===== src/design/gda_pkg.sv =====
`timescale 1ns / 1ps
`default_nettype none

package gda_pkg;

	// Width of the day count; everything below follows from it.
	localparam int ADD_BITS = 20;

	// Running ordinal: count plus an ordinal of at most 366.
	localparam int T_W   = ((ADD_BITS > 9) ? ADD_BITS : 9) + 1;
	// Shared unit width: wide enough for the ordinal and for a 14-bit year.
	localparam int ALU_W = (T_W > 14) ? T_W : 14;
	// Exact year: start year plus fewer than 2**(ADD_BITS-8) whole years.
	localparam int Y_W   = (((ADD_BITS - 8) > 14) ? (ADD_BITS - 8) : 14) + 1;

	localparam logic [8:0] CYCLE_YEARS = 9'd400;
	localparam logic [8:0] LAST_RES    = 9'd399;
	localparam logic [8:0] LEN_LEAP    = 9'd366;
	localparam logic [8:0] LEN_COMMON  = 9'd365;
	localparam logic [3:0] MONTH_JAN   = 4'd1;
	localparam logic [3:0] MONTH_FEB   = 4'd2;
	localparam logic [3:0] MONTH_DEC   = 4'd12;

	typedef struct packed {
		logic [ALU_W-1:0] a;
		logic [ALU_W-1:0] b;
		logic             sub;
	} alu_req_t;

	typedef struct packed {
		logic [ALU_W-1:0] res;
		logic             borrow;
		logic             zero;
	} alu_rsp_t;

	// Leap test on the year modulo 400.
	function automatic logic is_leap(input logic [8:0] r);
		return (r[1:0] == 2'd0) && (r != 9'd100) && (r != 9'd200) && (r != 9'd300);
	endfunction

	// Days in month m; zero for a month code that means nothing.
	function automatic logic [4:0] month_days(input logic [3:0] m, input logic leap);
		logic [4:0] n;
		case (m)
			4'd1, 4'd3, 4'd5, 4'd7, 4'd8, 4'd10, 4'd12: n = 5'd31;
			4'd4, 4'd6, 4'd9, 4'd11:                    n = 5'd30;
			4'd2:                                       n = leap ? 5'd29 : 5'd28;
			default:                                    n = 5'd0;
		endcase
		return n;
	endfunction

	// Days of a common year before the first of month m.
	function automatic logic [8:0] days_before(input logic [3:0] m);
		logic [8:0] n;
		case (m)
			4'd1:    n = 9'd0;
			4'd2:    n = 9'd31;
			4'd3:    n = 9'd59;
			4'd4:    n = 9'd90;
			4'd5:    n = 9'd120;
			4'd6:    n = 9'd151;
			4'd7:    n = 9'd181;
			4'd8:    n = 9'd212;
			4'd9:    n = 9'd243;
			4'd10:   n = 9'd273;
			4'd11:   n = 9'd304;
			4'd12:   n = 9'd334;
			default: n = 9'd0;
		endcase
		return n;
	endfunction

endpackage

`default_nettype wire


===== src/design/gda_alu.sv =====
`timescale 1ns / 1ps
`default_nettype none

module gda_alu (
	input  gda_pkg::alu_req_t req,
	output gda_pkg::alu_rsp_t rsp
);
	import gda_pkg::*;

	logic [ALU_W:0] sum;

	// Subtract as add of the complement plus one; carry out clear means borrow.
	assign sum = {1'b0, req.a} + {1'b0, (req.sub ? ~req.b : req.b)}
	           + {{ALU_W{1'b0}}, req.sub};

	assign rsp.res    = sum[ALU_W-1:0];
	assign rsp.borrow = req.sub & ~sum[ALU_W];
	assign rsp.zero   = (sum[ALU_W-1:0] == '0);

endmodule

`default_nettype wire


===== src/design/gregorian_date_add_days_core.sv =====
`timescale 1ns / 1ps
`default_nettype none

// Gregorian date plus a count of days. A start date (day, month, year) and a
// day count come in as one beat; one beat goes out with the date that lies that
// many days later, or with bad_date set and a zero date when the start day or
// month is not valid for that year. Years are proleptic (year 0 is a leap year)
// and end_year carries the low 14 bits of the exact result year. One item is
// handled at a time: in_stall stays high from acceptance until the result is
// loaded into the output register, which may still wait on out_stall while the
// next beat is taken. The subtractions and the ordinal sum run through one
// shared add/subtract unit under a small sequencer, one step per cycle: up to
// 41 steps to reduce the start year modulo 400, one step to form the ordinal,
// one step per year crossed (up to about 2900 for a 20-bit count), and up to
// 12 month steps.
module gregorian_date_add_days_core (
	input  wire logic                         clk,
	input  wire logic                         arst_n,
	input  wire logic                         in_valid,
	output      logic                         in_stall,
	input  wire logic [4:0]                   start_day,
	input  wire logic [3:0]                   start_month,
	input  wire logic [13:0]                  start_year,
	input  wire logic [gda_pkg::ADD_BITS-1:0] days_to_add,
	output      logic                         out_valid,
	input  wire logic                         out_stall,
	output      logic [4:0]                   end_day,
	output      logic [3:0]                   end_month,
	output      logic [13:0]                  end_year,
	output      logic                         bad_date
);
	import gda_pkg::*;

	typedef enum logic [2:0] {
		ST_IDLE,
		ST_MOD,
		ST_CHECK,
		ST_YEAR,
		ST_MONTH,
		ST_DONE
	} state_t;

	state_t              state_q;
	logic [4:0]          day_q;
	logic [3:0]          month_q;
	logic [Y_W-1:0]      year_q;
	logic [ADD_BITS-1:0] add_q;
	logic [ALU_W-1:0]    t_q;      // year residue during reduction, then ordinal
	logic [8:0]          res400_q; // year modulo 400
	logic                bad_q;
	logic                out_valid_q;
	logic [4:0]          end_day_q;
	logic [3:0]          end_month_q;
	logic [13:0]         end_year_q;
	logic                end_bad_q;

	alu_req_t            alu_req;
	alu_rsp_t            alu_rsp;

	logic                leap;
	logic [4:0]          dim;
	logic [8:0]          ylen;
	logic [8:0]          start_ord;
	logic                start_bad;
	logic                out_free;

	gda_alu u_alu (
		.req (alu_req),
		.rsp (alu_rsp)
	);

	// Leap flag and month length always refer to the year being worked on.
	assign leap = is_leap(res400_q);
	assign dim  = month_days(month_q, leap);
	assign ylen = leap ? LEN_LEAP : LEN_COMMON;

	// Start date checks and its ordinal within the year.
	assign start_bad = (month_q == 4'd0) || (month_q > MONTH_DEC) || (day_q == 5'd0)
	                || (day_q > dim);
	assign start_ord = days_before(month_q) + 9'(day_q)
	                 + 9'((month_q > MONTH_FEB) && leap);

	assign out_free = !out_valid_q || !out_stall;

	// Steer the shared unit by sequencer state.
	always_comb begin
		alu_req.a   = t_q;
		alu_req.b   = '0;
		alu_req.sub = 1'b1;
		case (state_q)
			ST_MOD:   alu_req.b = ALU_W'(CYCLE_YEARS);
			ST_CHECK: begin
				alu_req.a   = ALU_W'(add_q);
				alu_req.b   = ALU_W'(start_ord);
				alu_req.sub = 1'b0;
			end
			ST_YEAR:  alu_req.b = ALU_W'(ylen);
			ST_MONTH: alu_req.b = ALU_W'(dim);
			default:  alu_req.b = '0;
		endcase
	end

	always_ff @(posedge clk or negedge arst_n) begin
		if (!arst_n) begin
			state_q     <= ST_IDLE;
			out_valid_q <= 1'b0;
		end else begin
			// Drop the output beat once taken; in ST_DONE the reload decides.
			if (out_valid_q && !out_stall && (state_q != ST_DONE)) begin
				out_valid_q <= 1'b0;
			end
			case (state_q)
				ST_IDLE: begin
					// Capture the beat; reduce the year from its raw value.
					if (in_valid) begin
						day_q   <= start_day;
						month_q <= start_month;
						year_q  <= Y_W'(start_year);
						add_q   <= days_to_add;
						t_q     <= ALU_W'(start_year);
						state_q <= ST_MOD;
					end
				end
				ST_MOD: begin
					// Subtract 400 until it would go negative.
					if (alu_rsp.borrow) begin
						res400_q <= t_q[8:0];
						state_q  <= ST_CHECK;
					end else begin
						t_q <= alu_rsp.res;
					end
				end
				ST_CHECK: begin
					// Validate, then form ordinal plus count.
					bad_q <= start_bad;
					t_q   <= alu_rsp.res;
					if (start_bad) begin
						state_q <= ST_DONE;
					end else begin
						state_q <= ST_YEAR;
					end
				end
				ST_YEAR: begin
					// Advance whole years while the ordinal overruns this one.
					if (!alu_rsp.borrow && !alu_rsp.zero) begin
						t_q      <= alu_rsp.res;
						year_q   <= year_q + 1'b1;
						res400_q <= (res400_q == LAST_RES) ? 9'd0 : res400_q + 9'd1;
					end else begin
						month_q <= MONTH_JAN;
						state_q <= ST_MONTH;
					end
				end
				ST_MONTH: begin
					// Advance months until the ordinal fits; December takes the rest.
					if ((month_q == MONTH_DEC) || alu_rsp.borrow || alu_rsp.zero) begin
						state_q <= ST_DONE;
					end else begin
						t_q     <= alu_rsp.res;
						month_q <= month_q + 4'd1;
					end
				end
				ST_DONE: begin
					// Hold until the output register is free, then load it.
					if (out_free) begin
						out_valid_q <= 1'b1;
						end_day_q   <= bad_q ? 5'd0 : t_q[4:0];
						end_month_q <= bad_q ? 4'd0 : month_q;
						end_year_q  <= bad_q ? 14'd0 : year_q[13:0];
						end_bad_q   <= bad_q;
						state_q     <= ST_IDLE;
					end
				end
				default: state_q <= ST_IDLE;
			endcase
		end
	end

	assign in_stall  = (state_q != ST_IDLE);
	assign out_valid = out_valid_q;
	assign end_day   = end_day_q;
	assign end_month = end_month_q;
	assign end_year  = end_year_q;
	assign bad_date  = end_bad_q;

	// Year residue stays inside one 400-year cycle once reduced.
	a_res_range: assert property (@(posedge clk) disable iff (!arst_n)
		(state_q == ST_YEAR || state_q == ST_MONTH) |-> (res400_q < CYCLE_YEARS))
		else $error("year residue out of range");

	// Month walk stays within January..December.
	a_month_range: assert property (@(posedge clk) disable iff (!arst_n)
		(state_q == ST_MONTH) |-> (month_q >= MONTH_JAN && month_q <= MONTH_DEC))
		else $error("month iterator out of range");

	// An error beat carries a zero date.
	a_bad_zero: assert property (@(posedge clk) disable iff (!arst_n)
		(out_valid_q && end_bad_q) |-> (end_day_q == 5'd0 && end_month_q == 4'd0
		                                && end_year_q == 14'd0))
		else $error("error beat with nonzero date");

	// A good beat carries a real day and month.
	a_good_date: assert property (@(posedge clk) disable iff (!arst_n)
		(out_valid_q && !end_bad_q) |-> (end_day_q != 5'd0 && end_month_q != 4'd0
		                                 && end_month_q <= MONTH_DEC))
		else $error("good beat with impossible date");

endmodule

`default_nettype wire


===== config.mk =====
export PLATFORM = sky130hd
export DESIGN_NAME = gregorian_date_add_days_core
export DESIGN_NICKNAME = d
export VERILOG_FILES = /design/src/design/gda_pkg.sv /design/src/design/gda_alu.sv /design/src/design/gregorian_date_add_days_core.sv
export SDC_FILE = /design/constraint.sdc
export NUM_CORES = 1
export LEC_CHECK = 0
export ABC_AREA = 1
export BUFFER_PORTS_ARGS = -buffer_cell sky130_fd_sc_hd__buf_2
export CORE_ASPECT_RATIO = 1.5
export CORE_MARGIN = 4
export CORE_UTILIZATION = 65
export DETAILED_ROUTE_END_ITERATION = 12
export GPL_TIMING_DRIVEN = 0
export PLACE_DENSITY = 0.95
export RECOVER_POWER = 50
export SLEW_MARGIN = 20
export SYNTH_ARGS = -nofsm -noshare
export SYNTH_HDL_FRONTEND = slang
export SYNTH_HIERARCHICAL = 1
export SYNTH_SLANG_ARGS = --single-unit

===== constraint.sdc =====
create_clock -name clk -period 12.9 [get_ports clk]
set_input_delay 1.935 -clock clk [delete_from_list [all_inputs] [get_ports clk]]
set_output_delay 1.935 -clock clk [all_outputs]
set_load 0.005 [all_outputs]

======== Word-level counts from Yosys, hierarchy flattened ========
Memory sizes are Yosys's and may differ from the RTL's. A register that Yosys moved wholly into a read port is not among the register bits.
Cells that the tools add are included.
storage, ports and cells
  bits in read-only memories .............. 144
  flip-flop bits (word level) ............. 103
  input bits .............................. 47
  output and inout bits ................... 26
  latch bits .............................. 0
  memories kept ........................... 1
  memory bits (writable) .................. 0
cells by class
  bitwise operators ....................... 3
  eq/ne operators ......................... 30
  add/subtract/negate cells ............... 7
  reductions and logical operators ........ 37
  magnitude comparators ................... 3
  multiply operators ...................... 0
  divide/modulo/power cells ............... 0
  mux-type cells .......................... 34
  shift-type cells ........................ 0
memory list
  name             words  bits a word  read ports  clocked after memory_dff  wr ports  RTL line       source
  (no name shown)  16     9            1           1                         0         gda_pkg.sv:56  case (m)
operators by type and width
  cell                                            count
  2-to-1 mux 21 bit                               6
  case mux 21 bit (5 select lines)                1
  case mux 9 bit (4 select lines)                 1
  2-to-1 mux 15 bit                               2
  case mux 15 bit (2 select lines)                1
  2-to-1 mux 9 bit                                3
  adder 21 x 21 -> 22 bit                         1
  adder 22 x 1 -> 22 bit                          1
  logical NOT 21 bit                              1
  inverter 9 -> 21 bit                            1
  == test 4 bit (second input constant)           5
  2-to-1 mux 3 bit                                6
  case mux 3 bit (6 select lines)                 1
  case mux 9 bit (2 select lines)                 1
  == test 4 x 3 -> 1 bit (second input constant)  4
  2-to-1 mux 4 bit                                4
  != test 2 bit (second input constant)           8
  adder 15 x 1 -> 15 bit (second input constant)  1
  case mux 5 bit (3 select lines)                 1
  case mux 4 bit (3 select lines)                 1
  AND reduction 5 bit                             2
  adder 9 x 1 -> 9 bit                            1
  adder 9 x 1 -> 9 bit (second input constant)    1
  adder 9 x 5 -> 9 bit                            1
  other kinds (34)                                59

======== Longest topological paths before layout ========
  word-level depth ........................ 18
  gate-level depth with buffers ........... 47
  mapped depth without buffers ............ 46

======== Modules after synthesis ========
The synthesis kept the hierarchy.
modules (own cells, without submodules)
  module                        sequential area each (µm²)  instances  area each (µm²)  cells each
  gregorian_date_add_days_core  3223.1                      1          6033.3           655
  gda_alu                       0.0                         1          1656.6           317

======== Least setup slack after synthesis ========
Ideal clock, no wire load.
  path kind ............................... register to register
  from .................................... register res400_q[5]
  to ...................................... register t_q[0] (enable)
  library setup time ...................... 514 ps
  stages on the path, launching flop included .. 37
  arrival time ............................ 7506 ps
  path slack .............................. 4880 ps
  data required time ...................... 12386 ps
  path buffers ............................ 1
  cells stage by stage .................... edfxtp_1 -> clkbuf_1 -> nor2_1 -> nand3_1 -> nand2_1 -> nand4_1 -> and2_1 -> o21ai_0 -> fa_1 -> fa_1 -> inv_1 -> nand3_1 -> nand2_1 -> nand2_1 -> nand2_1 -> nand4_1 -> nand2_1 -> o21ai_0 -> xor2_1 -> ha_1 -> nand2_1 -> inv_1 -> nand2_1 -> nand2_1 -> inv_1 -> nand3_2 -> nand2_2 -> nand2_2 -> nand2_2 -> nand2_1 -> nand2_1 -> nand2_1 -> nand3_1 -> nor2_1 -> nor2_2 -> a21oi_2 -> a2111oi_0
RTL lines
  item                      RTL line                             source
  start: declaration        gregorian_date_add_days_core.sv:49   logic [8:0] res400_q;
  start signal: assignment  gregorian_date_add_days_core.sv:127  res400_q <= t_q[8:0];
  start signal: assignment  gregorian_date_add_days_core.sv:148  res400_q <= (res400_q == LAST_RES) ? 9'd0 : res400_q + 9'd1;
  end signal: assignment    gregorian_date_add_days_core.sv:120  t_q <= ALU_W'(start_year);
  end signal: assignment    gregorian_date_add_days_core.sv:130  t_q <= alu_rsp.res;
  end signal: assignment    gregorian_date_add_days_core.sv:136  t_q <= alu_rsp.res;
  end: declaration          gregorian_date_add_days_core.sv:48   logic [ALU_W-1:0] t_q;

==> flow_summary.json <==
{
  "grtUsageMet2_pct": 52.3,
  "h-tree-depth": 3,
  "cts_root_buf": "clkbuf_16",
  "start_kind": "register",
  "synth_area_leaders": "edfxtp_1 (38%), nand2_1 (14%), ha_1 (7.2%), inv_1 (6.8%), nand3_1 (4.0%)",
  "dp_hpwl_um": 15000,
  "clk_latency_ns": 0.36,
  "pwr_density_cell_nw_per_um2": 303,
  "tns_ns": 0,
  "stdcell_area_sq_um": 8590,
  "pin_count": 73,
  "synth-compound-area-share_pct": 7.55,
  "pre_cts_slack_ns": 6.48,
  "start_util_pct": 66.7,
  "yosys_warnings": 6,
  "antenna_found_initial": 0,
  "dieArea_sq_um": 13700,
  "crit_top_cell": "nand2_1",
  "wl_per_cell_um": 16.6,
  "synthAdderAreaFrac_pct": 7.94,
  "synth_cells": 972,
  "required_ns": 12.96,
  "cts_buffer_depth": 2,
  "tightest_slew_ns": 0.960,
  "finalMaxSlewViolations": 0,
  "cts_tree": "yes",
  "final_cell_count_no_fill": 1228,
  "setup_viol_count_final": 0,
  "worstPathArrival_ns": 6.80,
  "synth-simple-area-share_pct": 29.7,
  "seq_area_frac_synth_pct": 41.9,
  "rsz0062_at_grt": "false",
  "first_pass_iters": 8,
  "die_w_um": 96.8,
  "placed_area_sq_um": 8340,
  "end_kind": "register",
  "period_minus_slack_ns": 6.74,
  "drcViolationCount": 0,
  "viasPerCell": 5.88,
  "layout_commonest_cell": "nand2_1",
  "relSlewSlack_pct": 36.0,
  "critPathKind": "reg -> reg",
  "post_cts_buffers": 0,
  "grt_pass1_vias": 6865,
  "clock_skew_ns": 0.0154,
  "cpPeakStageDelay_ns": 0.53,
  "grt-ovfl-total": 0,
  "grt_pass1_wl_um": 32600,
  "drt_wl_total_um": 20300,
  "peakVddDrop_uv": 173,
  "grt_max_degree": 20,
  "coreArea_sq_um": 11500,
  "row_count": 48,
  "grt_usage_pct": 29.7,
  "crit_path_max_fanout": 7,
  "fin_nets": 1167,
  "leakage_uw": 0.00417,
  "synth_top_area_share_pct": 38.3,
  "synthesis.area_sq_um": 7690,
  "mostFrequentLayoutCells": "nand2_1 (292), inv_1 (139), edfxtp_1 (98)",
  "synth-xor-area-share_pct": 3.30,
  "route.vias.total": 7215,
  "antenna_left": 0,
  "synth.avg_cell_area_sq_um": 7.91,
  "cap_violations": 0,
  "fmax_mhz": 148,
  "clk_pin_slew_ns": 0.08,
  "grt.met3_usage_pct": 5.25,
  "synth_cell_type_count": 48,
  "portBuffers": 72,
  "yosysTopAreaCell": "edfxtp_1",
  "worstRegToRegCells": 36,
  "fin_util_pct": 74.5,
  "numCtsBuffers": 9,
  "muxShareOfSynthArea_pct": 0.732,
  "holdPathStages": 2,
  "ys_ff_latch": 111,
  "cts_resized": 0,
  "cp_slowest_cell": "a2111oi_2",
  "diodes": 0,
  "dp.cells": 1212,
  "routabilityCongestion": 0.942,
  "drive_above_1_share_pct": 14.7,
  "met1_usage_pct": 32.7,
  "hold_viol": 0,
  "syn_to_final_growth_pct": 11.7,
  "hold_path_class": "reg -> reg",
  "outcome": "finished clean",
  "finalWorstSetupSlack_ns": 6.16,
  "drt_iter0_drc": 712,
  "cts-hold-fix-buffers": 0,
  "top_usage_layer": "met2",
  "die_height_um": 141,
  "period_share_pct": 52.2,
  "synth_top_family_by_area": "simple AND/OR/NAND/NOR gates",
  "cts_sinks": 111
}
==> logic make-up after synthesis <==
family,after synthesis
multiplexers,5
other,1
buffers and inverters,170
flip-flops,111
AO/OA/AOI/OAI,107
XOR/XNOR,29
adder cells (fa/ha/maj),47
AND/OR/NAND/NOR,502
==> metal layers <==
layer  vias up  routed length [um]
met5         -                   0
met4         0                1510
met3       128                1950
met2       493               10100
met1      3247                6810
li1       3347                   -
==> where the power goes <==
| group | total [uW] | switching (uW) | leakage, uW | internal (uW) |
|---|---|---|---|---|
| Clock | 278 | 139 | 0.000139 | 139 |
| Combinational | 1710 | 1150 | 0.00299 | 558 |
| Sequential | 609 | 62.3 | 0.00104 | 547 |
==> registers in the layout (all words and copies together) (netlist names), 5 cells and up, named ones only <==
name,count
res400_q,9
add_q,20
end_day,5
day_q,5
t_q,21
end_year,14
year_q,14
==> cell usage after synthesis, drive strengths merged <==
| library cell | n |
|---|---|
| nand2 | 315 |
| inv | 146 |
| edfxtp | 98 |
| nor2 | 75 |
| nand3 | 70 |
| o21ai | 57 |
| ha | 44 |
| a21oi | 36 |
| xor2 | 26 |
| nand4 | 16 |
| clkbuf | 12 |
| nor3 | 12 |
| buf | 10 |
| dfxtp | 9 |
| nand3b | 9 |
| mux2 | 5 |
| o22ai | 5 |
| dfrtp | 4 |
| a31oi | 3 |
| fa | 3 |
| or2 | 3 |
| xnor2 | 3 |
| clkinv | 2 |
| o211ai | 2 |
| a2111oi | 1 |
| and2 | 1 |
| and3 | 1 |
| conb | 1 |
| o21a | 1 |
| o21bai | 1 |
| o31ai | 1 |
==> worst paths after layout <==
path	endpoint	slack, ns	start
setup / recovery	t_q[8]	6.16	res400_q[5]
hold / removal	out_valid	0.53	out_valid
setup reg to reg	t_q[8]	6.16	res400_q[5]
hold reg to reg	out_valid	0.53	out_valid
max in group asynchronous	state_q[1]	11.08	arst_n
min in group asynchronous	out_valid	1.49	arst_n
==> through the flow <==
| step | hold slack [ns] | power (uW) |
|---|---|---|
| 2_1_floorplan | 0.511 | 1850 |
| 3_3_place_gp | 0.508 | 2160 |
| 3_5_place_dp | 0.511 | 2240 |
| 4_1_cts | 0.530 | 2550 |
| 5_1_grt | 0.560 | 2800 |
| 6_report | 0.532 | 2600 |
==> area by class of cell <==
cell class	count	area (sq um)
plain buffers	22	106
flip-flops and latches	111	3220
fillers	801	2940
repair buffers	79	392
clock buffers	10	239
inverters	148	572
clock inverters	6	51.3
well taps	150	188
multi-input cells	702	3820
==> critical path, delay by kind of cell, from the launching register on <==
kind | cells | cell delay (ns)
DFF | 1 | 0.33
AOI/OAI and AO/OA | 6 | 1.40
and+or+nand+nor | 21 | 2.23
adders and majority gates | 3 | 1.11
buffers and inverters | 5 | 1.17
xor gates and xnor gates | 1 | 0.18
(Power assumes the default switching activity.)
